File: config.mk
export PLATFORM = sky130hd
export DESIGN_NAME = fhmc_cell
export DESIGN_NICKNAME = d
export VERILOG_FILES = /design/src/rtl/fhmc_pkg.sv /design/src/rtl/fhmc_cell.sv
export SDC_FILE = /design/constraint.sdc
export NUM_CORES = 1
export LEC_CHECK = 0
export BUFFER_PORTS_ARGS = -buffer_cell sky130_fd_sc_hd__buf_2
export CAP_MARGIN = 0
export CORE_ASPECT_RATIO = 1.2
export CORE_UTILIZATION = 40
export DETAILED_ROUTE_END_ITERATION = 6
export PLACE_DENSITY = 0.73
export SLEW_MARGIN = 20
export SYNTH_ARGS = -nofsm -noshare
export SYNTH_HDL_FRONTEND = slang
export SYNTH_SLANG_ARGS = --single-unit
File: constraint.sdc
create_clock -name clk_i -period 0.9 [get_ports clk_i]
set_input_delay 0 -clock clk_i [delete_from_list [all_inputs] [get_ports clk_i]]
set_output_delay 0 -clock clk_i [all_outputs]
set_load 0.01 [all_outputs]
File: src/rtl/fhmc_pkg.sv
// Shared types and constants for the font handle MRU cache.
package fhmc_pkg;

  localparam int unsigned KEY_W    = 32;
  localparam int unsigned HANDLE_W = 32;
  localparam int unsigned MASK_W   = 32;

  localparam logic OP_LOOKUP = 1'b0;
  localparam logic OP_FLUSH  = 1'b1;

  typedef enum logic [1:0] {
    ST_CLEAR,
    ST_IDLE,
    ST_LOOK,
    ST_RES
  } state_e;

  typedef struct packed {
    logic flush;
    logic shift;
  } cell_ctrl_t;

endpackage

File: src/rtl/fhmc_cell.sv
// One entry of the most-recent-first list: key, handle and key compare.
module fhmc_cell import fhmc_pkg::*; (
  input  logic                clk_i,
  input  logic                rst_ni,
  input  cell_ctrl_t          ctrl_i,
  input  logic [KEY_W-1:0]    key_prev_i,
  input  logic [HANDLE_W-1:0] handle_prev_i,
  input  logic [KEY_W-1:0]    search_key_i,
  output logic [KEY_W-1:0]    key_o,
  output logic [HANDLE_W-1:0] handle_o,
  output logic                match_o
);

  logic [KEY_W-1:0]    key_q;
  logic [HANDLE_W-1:0] handle_q;

  always_ff @(posedge clk_i or negedge rst_ni) begin
    if (!rst_ni) begin
      key_q    <= '0;
      handle_q <= '0;
    end else if (ctrl_i.flush) begin
      key_q    <= '0;
      handle_q <= '0;
    end else if (ctrl_i.shift) begin
      key_q    <= key_prev_i;
      handle_q <= handle_prev_i;
    end
  end

  assign match_o  = (key_q == search_key_i);
  assign key_o    = key_q;
  assign handle_o = handle_q;

endmodule

==> results of run 1 <==
## cell families (layout without fill, tap and decap cells)
family / Yosys count / count (layout) / share of synthesized area
and+or+nand+nor: 75 / 75 / 0.1046
xor gates and xnor gates: 32 / 32 / 0.09560
DFF: 64 / 64 / 0.5463
buffers and inverters: 14 / 292 / 0.03500
muxes: 64 / 64 / 0.2185
## worst max path at each step
stage | end | slack (ns) | cells after the start
floorplan | match_o | -0.21 | 4
global placement | match_o | -0.41 | 6
detailed placement | match_o | -0.44 | 6
CTS | match_o | -0.81 | 6
global route | match_o | -0.96 | 5
finish | match_o | -0.90 | 5
## layout make-up
cell class | count | area (um2)
tap | 87 | 108.9
fill | 419 | 1593
timing repair buffer | 278 | 2245
clock inverter | 4 | 47.55
multi-input combinational | 171 | 1255
sequential | 64 | 1602
clock buffer | 10 | 127.6
## worst reg2reg max path: stages (launching register included)
cell     delay (ns)
dfrtp_1        0.41
buf_6          0.12
buf_6          0.10
buf_6          0.11
mux2i_1        0.14
nor2_1         0.06
## metal layers
layer	wire, um	vias to the layer above	share of wire	GRT usage
met2	5605	171	0.52	0.4943
met4	371	0	0.034	0.1384
met5	0	-	0	0
met3	767	30	0.071	0.06919
li1	-	1380	-	-
met1	4023	1426	0.37	0.2872
## repair_timing
item,4_1_cts,5_1_grt
pin swaps,0,2
buffers inserted,15,15
gates resized for setup,64,20
setup endpoints to repair,33,46
cloned,0,0
hold endpoints to repair,128,0
hold buffers,65,0
## power by group
part	total [mW]	switching (mW)	internal, mW
clock network	2.30	1.06	1.24
registers	3.16	0.123	3.04
logic	1.77	0.763	1.01
## metrics by stage
stage                     total power, mW  area (um2)  setup TNS (ns)  hold WS, ns  utilization
after CTS                           7.149        5320          -3.724      0.07007       0.7624
after floorplan                     3.746        2934         -0.2093      -0.2956            -
after global placement              4.429        4154         -0.4133      0.01013       0.5953
final                               7.232        5385          -3.910      0.07424       0.7717
after detailed placement            4.464        4154         -0.4445      0.01347       0.5953
after global routing                7.546        5385          -5.417      0.08203       0.7717
## layout by cell type, fill, tap and decap left out
master           n
nor2_2           1
buf_12           6
clkinv_2         2
xor2_1          32
dlygate4sd3_1   65
buf_4           10
dfrtp_1         64
nor4_2           2
buf_6           66
bufinv_16        1
nor2_1          64
nor4_1           6
mux2i_1         63
nand4_1          2
clkbuf_1         1
clkbuf_8         9
mux2i_4          1
buf_2          131
clkinvlp_4       1
## flip-flops by register name, summed over array words and instances (netlist names)
name and flops:
key_o 32, handle_o 32
==> results.yml, run 1 <==
outcome:
  status: "finished with violations"
  failing_checks: "setup timing"
critical_path:
  worst_ep_required_time_ns: 0.90
  timing.critical_path.cells: "xor2_1 -> nor4_1 -> nand4_1 -> nor2_2 -> buf_2"
  r2r_cells: 5
  path_max_fanout: 2
  rr_startpoint: "key_o[18]"
  critical_path_arrival_ns: 1.80
  worstReg2RegEnd: "key_o[18]"
  worstSetupEndpointType: "primary output"
  critPathTopFamily: "simple AND/OR/NAND/NOR gates"
  critical_path.slowest_cell: "nor4_1"
  worst_path_buf_inv: 1
  worst_setup_path_start_kind: "flop"
  category_of_the_critical_setup_timing_path: "flop to primary output"
  setup.reg_to_reg.worst_slack_ns: -0.15
  crit_path_start: "key_o[24]"
  cpPeakStageDelay_ns: 0.42
min_path:
  hold_path_depth: 3
  hold_path.class: "primary input to flop"
  min_from: "ctrl_i[0]"
  worstHoldEndpoint: "key_o[2]"
clock_network:
  clk-insertion-delay-late_ns: 0.33
  cts_tree: "yes"
  clock_tree.htree_level_count: 3
  sink_count_of_the_clock_tree: 64
  cts-buffers-inserted: 9
  clk_path_buf_depth: 2
  worst_setup_hold_path_clk_slew_ns: 0.08
  root_buffer: "clkbuf_8"
floorplanning:
  die-height_um: 95.78
  die_area_mm2: 0.007677
  horizontal_extent_of_the_die_um: 80.15
  core_region_area_mm2: 0.006978
  rows: 33
  num_io_pins: 165
  start_util: 0.4201
synthesis:
  ys.flop_type: "dfrtp_1"
  synth.lib_cells_used.distinct: 10
  synth_enable_flop_cells: 0
  synth.most_common_cell: "nor2_1"
  area_share_of_the_leading_cell_type_in_the_synthesized_netlist: 0.5463
  synth-async-reset-ratio: 1.000
  synth.yosys.seq_area_share: 0.5463
  synthesized_netlist_net_count: 349
  synth_top_area_cell: "dfrtp_1"
  yosys_register_bits: 64
  post_synth.cell_area_avg_um2: 11.77
  synth.area.top_cells: "dfrtp_1 55%, mux2i_1 22%, xor2_1 9.6%, nor2_1 8.3%, buf_6 2.3%"
  yosys_warnings: 0
  synthCells: 249
  syn-cell-area_mm2: 0.002932
  synth.top_cells.by_count: "65 x nor2_1, 64 x dfrtp_1, 64 x mux2i_1"
sta:
  setup_ws_ns: -0.8969
  final.period_utilization: 1.997
  report.final.slew_viol_count: 0
  finalHoldViolCount: 0
  clock.fmax_mhz: 556.5
  post-route-min-period_ns: 1.797
  setup_viol: 39
  rsz_0062_raised_after_global_routing: "true"
  clock_skew_ns: 0
  timing.slew.headroom: 0.7304
  slew_at_the_pin_closest_to_its_max_slew_limit_ns: 0.4007
place:
  dp_hpwl_um: 5911
  place_worst_setup_slack_ns: -0.4445
  placed_instance_count: 528
  globalplace.congestion: 0.7951
  io_buffers: 164
route:
  drcViolationCount: 0
  drt_pass1_iterations: 4
  drt_first_iter_violations: 130
  vias_per_cell: 4.897
  routedWlPerCell_um: 17.54
  num_vias: 3007
  routed_wirelength_um: 10770
  antenna_left: 0
finish:
  synthToLayoutAreaGrowth_pct: 83.70
  antenna_cells: 0
  finish.cell_count_without_fillers: 614
  fin_nets: 624
  share_of_layout_cells_above_drive_strength_1: 0.4364
global_route:
  first_pass_grt_wire_length_um: 15110
  largest_net_degree_at_the_start_of_global_routing: 38
  final_global_route_overflow_total: 0
  track_usage: 0.2710
  initial_antenna_violation_count: 1
  first_global_vias: 3086
flow_run:
  drv_cap: 0
pwr:
  power_density_mw_per_mm2: 1343
  leakage_nw: 2.935
  vdd_ir_drop_max_v: 0.0008387
(Power assumes the default switching activity.)
==> run 2: changes to the inputs <==
Settings changed: CORE_UTILIZATION 40 to 39, PLACE_DENSITY 0.73 to 0.72.
==> results.yml, run 2 (synthesis results as in run 1) <==
outcome:
  status: "finished with violations"
  failing_checks: "setup timing"
critical_path:
  path_max_fanout: 3
  worstSetupEndpointType: "primary output"
  critical_path.slowest_cell: "dfrtp_1"
  timing.critical_path.cells: "xor2_1 -> nor4_1 -> nand4_1 -> nor2_2 -> buf_2"
  critical_path_arrival_ns: 1.73
  worst_path_buf_inv: 1
  category_of_the_critical_setup_timing_path: "flop to primary output"
  cpPeakStageDelay_ns: 0.41
  worst_setup_path_start_kind: "flop"
  critPathTopFamily: "simple AND/OR/NAND/NOR gates"
  worst_ep_required_time_ns: 0.90
pwr:
  power_density_mw_per_mm2: 1374
  leakage_nw: 2.855
  vdd_ir_drop_max_v: 0.001086
finish:
  antenna_cells: 0
  top_library_cells_by_usage_in_the_layout_fill_and_taps_aside: "135 x buf_2, 65 x dlygate4sd3_1, 64 x nor2_1, 64 x dfrtp_1, 63 x mux2i_1"
  fin_nets: 611
  layout.cells.most_common: "buf_2"
  share_of_layout_cells_above_drive_strength_1: 0.4264
  final.fill_count: 531
  finish.cell_count_without_fillers: 606
  synthToLayoutAreaGrowth_pct: 78.19
sta:
  clock_skew_ns: 0
  report.final.slew_viol_count: 0
  final.period_utilization: 1.918
  finalHoldViolCount: 0
  clock.fmax_mhz: 579.3
  rsz_0062_raised_after_global_routing: "true"
  setup_ws_ns: -0.8263
  timing.slew.headroom: 0.7534
  tns_ns: -2.613
  post-route-min-period_ns: 1.726
  smallest_hold_slack_ns: 0.1295
  setup_viol: 28
  slew_at_the_pin_closest_to_its_max_slew_limit_ns: 0.3665
place:
  globalplace.congestion: 0.7822
  place_worst_setup_slack_ns: -0.4495
  dp_hpwl_um: 5421
  io_buffers: 164
  placed_instance_count: 521
route:
  vias_per_cell: 4.705
  num_vias: 2851
  drt_pass1_iterations: 4
  drcViolationCount: 0
  antenna_left: 0
  routed_wirelength_um: 9145
  routedWlPerCell_um: 15.09
  drt_first_iter_violations: 106
clock_network:
  clk-insertion-delay-late_ns: 0.33
  cts_tree: "yes"
  root_buffer: "clkbuf_8"
  clk_path_buf_depth: 2
  worst_setup_hold_path_clk_slew_ns: 0.07
  clock_tree.htree_level_count: 3
  cts-buffers-inserted: 9
  sink_count_of_the_clock_tree: 64
global_route:
  track_usage: 0.2415
  largest_net_degree_at_the_start_of_global_routing: 65
  first_global_vias: 3154
  final_global_route_overflow_total: 0
  initial_antenna_violation_count: 0
  first_pass_grt_wire_length_um: 14370
floorplanning:
  rows: 34
  core_region_area_mm2: 0.007274
  die_area_mm2: 0.007869
  num_io_pins: 165
  die-height_um: 96.98
  horizontal_extent_of_the_die_um: 81.15
  start_util: 0.4030
min_path:
  hold_path.class: "primary input to flop"
flow_run:
  drv_cap: 0
==> run 2: layer usage <==
metal	vias up	share of wire	wire, um	track usage
met5	-	0	0	0
li1	1354	-	-	-
met4	0	0.036	331	0.1374
met2	118	0.54	4900	0.4286
met1	1351	0.37	3363	0.2495
met3	28	0.060	550	0.05943
==> run 2: worst min-delay path: cells and delay by family <==
kind | cells | cell delay [ns]
buffers and inverters | 2 | 0.29
and+or+nand+nor | 1 | 0.12
==> run 2: area by class of cell <==
class	instances	area (um2)	area share
Timing Repair Buffer	265	2067	0.3957
Clock buffer	9	123.9	0.02371
Multi-Input combinational cell	171	1246	0.2386
Tap cell	90	112.6	0.02156
Sequential cell	64	1602	0.3066
Clock inverter	7	72.57	0.01389
==> run 2: timing repair <==
action | CTS | global route
endpoints found under the setup margin | 33 | 44
gates cloned | 0 | 0
buffers inserted | 8 | 15
hold buffers | 65 | 0
pin swaps | 0 | 2
resized for setup | 53 | 16
hold endpoints to repair | 128 | 0
==> run 2: per-stage QoR <==
step           utilization  instance area [um2]  total power, mW
2_1_floorplan            -                 2934            3.746
3_5_place_dp        0.5578                 4058            4.406
5_1_grt             0.7181                 5224            7.541
3_3_place_gp        0.5578                 4058            4.379
6_report            0.7181                 5224            7.178
4_1_cts             0.7114                 5175            7.233
==> run 2: report_power, final <==
part | switching [mW] | internal, mW | total (mW) | leakage [nW]
sequential | 0.116 | 3.04 | 3.15 | 0.849
clock | 1.13 | 1.28 | 2.40 | 0.0952
combinational | 0.688 | 0.933 | 1.62 | 1.91
==> run 2: worst paths after layout <==
kind | endpoint | slack (ns) | depth (start not counted) | from
worst max-delay path | match_o | -0.83 | 5 | key_o[27]
worst min-delay path | key_o[2] | 0.13 | 3 | ctrl_i[1]
worst max register to register | key_o[3] | -0.06 | 4 | key_o[3]
worst min register to register | handle_o[25] | 0.52 | 2 | handle_o[25]
max in group asynchronous | key_o[25] | 0.39 | 3 | rst_ni
min in group asynchronous | key_o[10] | 0.22 | 3 | rst_ni
==> run 3: changes to the inputs <==
Settings changed: CAP_MARGIN 0 to 30, CELL_PAD_IN_SITES_DETAIL_PLACEMENT set to 1, CELL_PAD_IN_SITES_GLOBAL_PLACEMENT set to 2, CORE_UTILIZATION 39 to 26, PLACE_DENSITY 0.72 to 0.77.
Clock period 0.9 ns to 1.68 ns, I/O delays scaled along.
==> results.yml, run 3 (synthesis results as in run 1) <==
sta:
  clock_skew_ns: 0
  final.period_utilization: 0.9608
  timing.slew.headroom: 0.6854
  finalHoldViolCount: 0
  setup_viol: 0
  report.final.slew_viol_count: 0
  rsz_0062_raised_after_global_routing: "true"
  post-route-min-period_ns: 1.614
  slew_at_the_pin_closest_to_its_max_slew_limit_ns: 0.4718
  clock.fmax_mhz: 619.5
pwr:
  power_density_mw_per_mm2: 852.1
  leakage_nw: 2.674
  vdd_ir_drop_max_v: 0.0004419
  fin_total_pwr_mw: 4.133
floorplanning:
  die-height_um: 118.3
  rows: 42
  core_region_area_mm2: 0.01098
  horizontal_extent_of_the_die_um: 98.94
  num_io_pins: 165
  die_area_mm2: 0.01171
  start_util: 0.2669
flow_run:
  drv_cap: 0
finish:
  fin_nets: 579
  share_of_layout_cells_above_drive_strength_1: 0.3892
  finish.cell_count_without_fillers: 616
  layout.cells.most_common: "buf_2"
  top_library_cells_by_usage_in_the_layout_fill_and_taps_aside: "163 x buf_2, 65 x nor2_1, 65 x dlygate4sd3_1"
  synthToLayoutAreaGrowth_pct: 65.43
  final.fill_count: 1259
  finalCoreUtilization: 0.4416
clock_network:
  root_buffer: "clkbuf_16"
  cts-buffers-inserted: 9
  sink_count_of_the_clock_tree: 64
  worst_setup_hold_path_clk_slew_ns: 0.05
  clock_tree.htree_level_count: 3
  clk_path_buf_depth: 2
  clk-insertion-delay-late_ns: 0.32
  cts_tree: "yes"
place:
  globalplace.congestion: 0.6880
  dp_hpwl_um: 6091
  placed_instance_count: 534
  io_buffers: 164
global_route:
  track_usage: 0.1725
  grt.met2_usage: 0.3077
  first_pass_grt_wire_length_um: 15440
  first_global_vias: 3078
  largest_net_degree_at_the_start_of_global_routing: 65
  initial_antenna_violation_count: 1
  use_met3: 0.04258
  global_route.usage.met1: 0.1908
  final_global_route_overflow_total: 0
  top_usage_layer: "met2"
route:
  vias_per_cell: 4.459
  drt_first_iter_violations: 51
  drcViolationCount: 0
  num_vias: 2747
  routed_wirelength_um: 9512
  antenna_left: 0
  routedWlPerCell_um: 15.44
  drt_pass1_iterations: 4
critical_path:
  worst_setup_path_start_kind: "flop"
  critical_path.slowest_cell: "dfrtp_1"
  setup.reg_to_reg.worst_slack_ns: 0.86
  category_of_the_critical_setup_timing_path: "flop to primary output"
  path_max_fanout: 3
  cpPeakStageDelay_ns: 0.40
  critPathTopFamily: "simple AND/OR/NAND/NOR gates"
  worstSetupEndpointType: "primary output"
  worst_ep_required_time_ns: 1.68
  worst_path_buf_inv: 1
  critical_path_arrival_ns: 1.61
  timing.critical_path.cells: "xor2_1 -> nor4_2 -> nand4_1 -> nor2_1 -> buf_2"
min_path:
  hold_path.class: "primary input to flop"
outcome:
  status: "finished clean"
[run 3: cell count changes in the layout (fill, tap and decap cells not counted), moves of 4 or more]
cell / delta
buf_2: +28
nor4_1: -4
clkbuf_16: +9
buf_4: -5
clkbuf_8: -7
buf_6: -54
nor4_2: +4
[run 3: path summary, 6_finish.rpt]
check | start | endpoint | cells after the start
max reg2reg | key_o[13] | key_o[13] | 3
min in group asynchronous | rst_ni | key_o[24] | 3
min reg2reg | handle_o[10] | handle_o[10] | 2
min | ctrl_i[1] | handle_o[10] | 3
max | key_o[2] | match_o | 5
max in group asynchronous | rst_ni | key_o[2] | 3
[run 3: final cells by class]
cell class / count / area (um2) / share of cell area
Antenna cell: 1 / 2.502 / 0.0005160
Clock buffer: 12 / 256.5 / 0.05289
Clock inverter: 3 / 17.52 / 0.003612
Multi-Input combinational cell: 171 / 1265 / 0.2608
Sequential cell: 64 / 1602 / 0.3302
Tap cell: 132 / 165.2 / 0.03406
Timing Repair Buffer: 233 / 1541 / 0.3179
[run 3: stage by stage]
step	TNS, ns	hold WS [ns]	cell area (um2)	setup WS [ns]
after detailed placement	0	0.04948	3877	0.2754
after floorplan	0	-0.2956	2932	0.5589
final	0	0.1496	4850	0.06581
after CTS	-0.004987	0.1538	4835	-0.004987
after global placement	0	0.05565	3877	0.2962
after global routing	-0.04167	0.1770	4850	-0.04167
[run 3: tightest hold or removal path: cells and delay by family]
kind | cells | cell delay (ns)
AND/OR/NAND/NOR | 1 | 0.12
buffers and inverters | 2 | 0.31
[run 3: metal layers]
metal | wire length (um) | up-vias
met1 | 3672 | 1339
met5 | 0 | -
li1 | - | 1289
met3 | 590 | 13
met4 | 218 | 0
met2 | 5031 | 106
[run 3: repair_timing]
action,in CTS,in global routing
gates resized for setup,4,2
hold buffers,65,0
endpoints found under the hold margin,128,0
setup endpoints to repair,1,1
pin swaps,3,4
setup buffers,1,0
[run 3: power breakdown]
group / internal (mW) / total [mW] / switching, mW
Sequential: 1.63 / 1.69 / 0.0637
Clock: 1.06 / 1.72 / 0.651
Combinational: 0.383 / 0.724 / 0.341
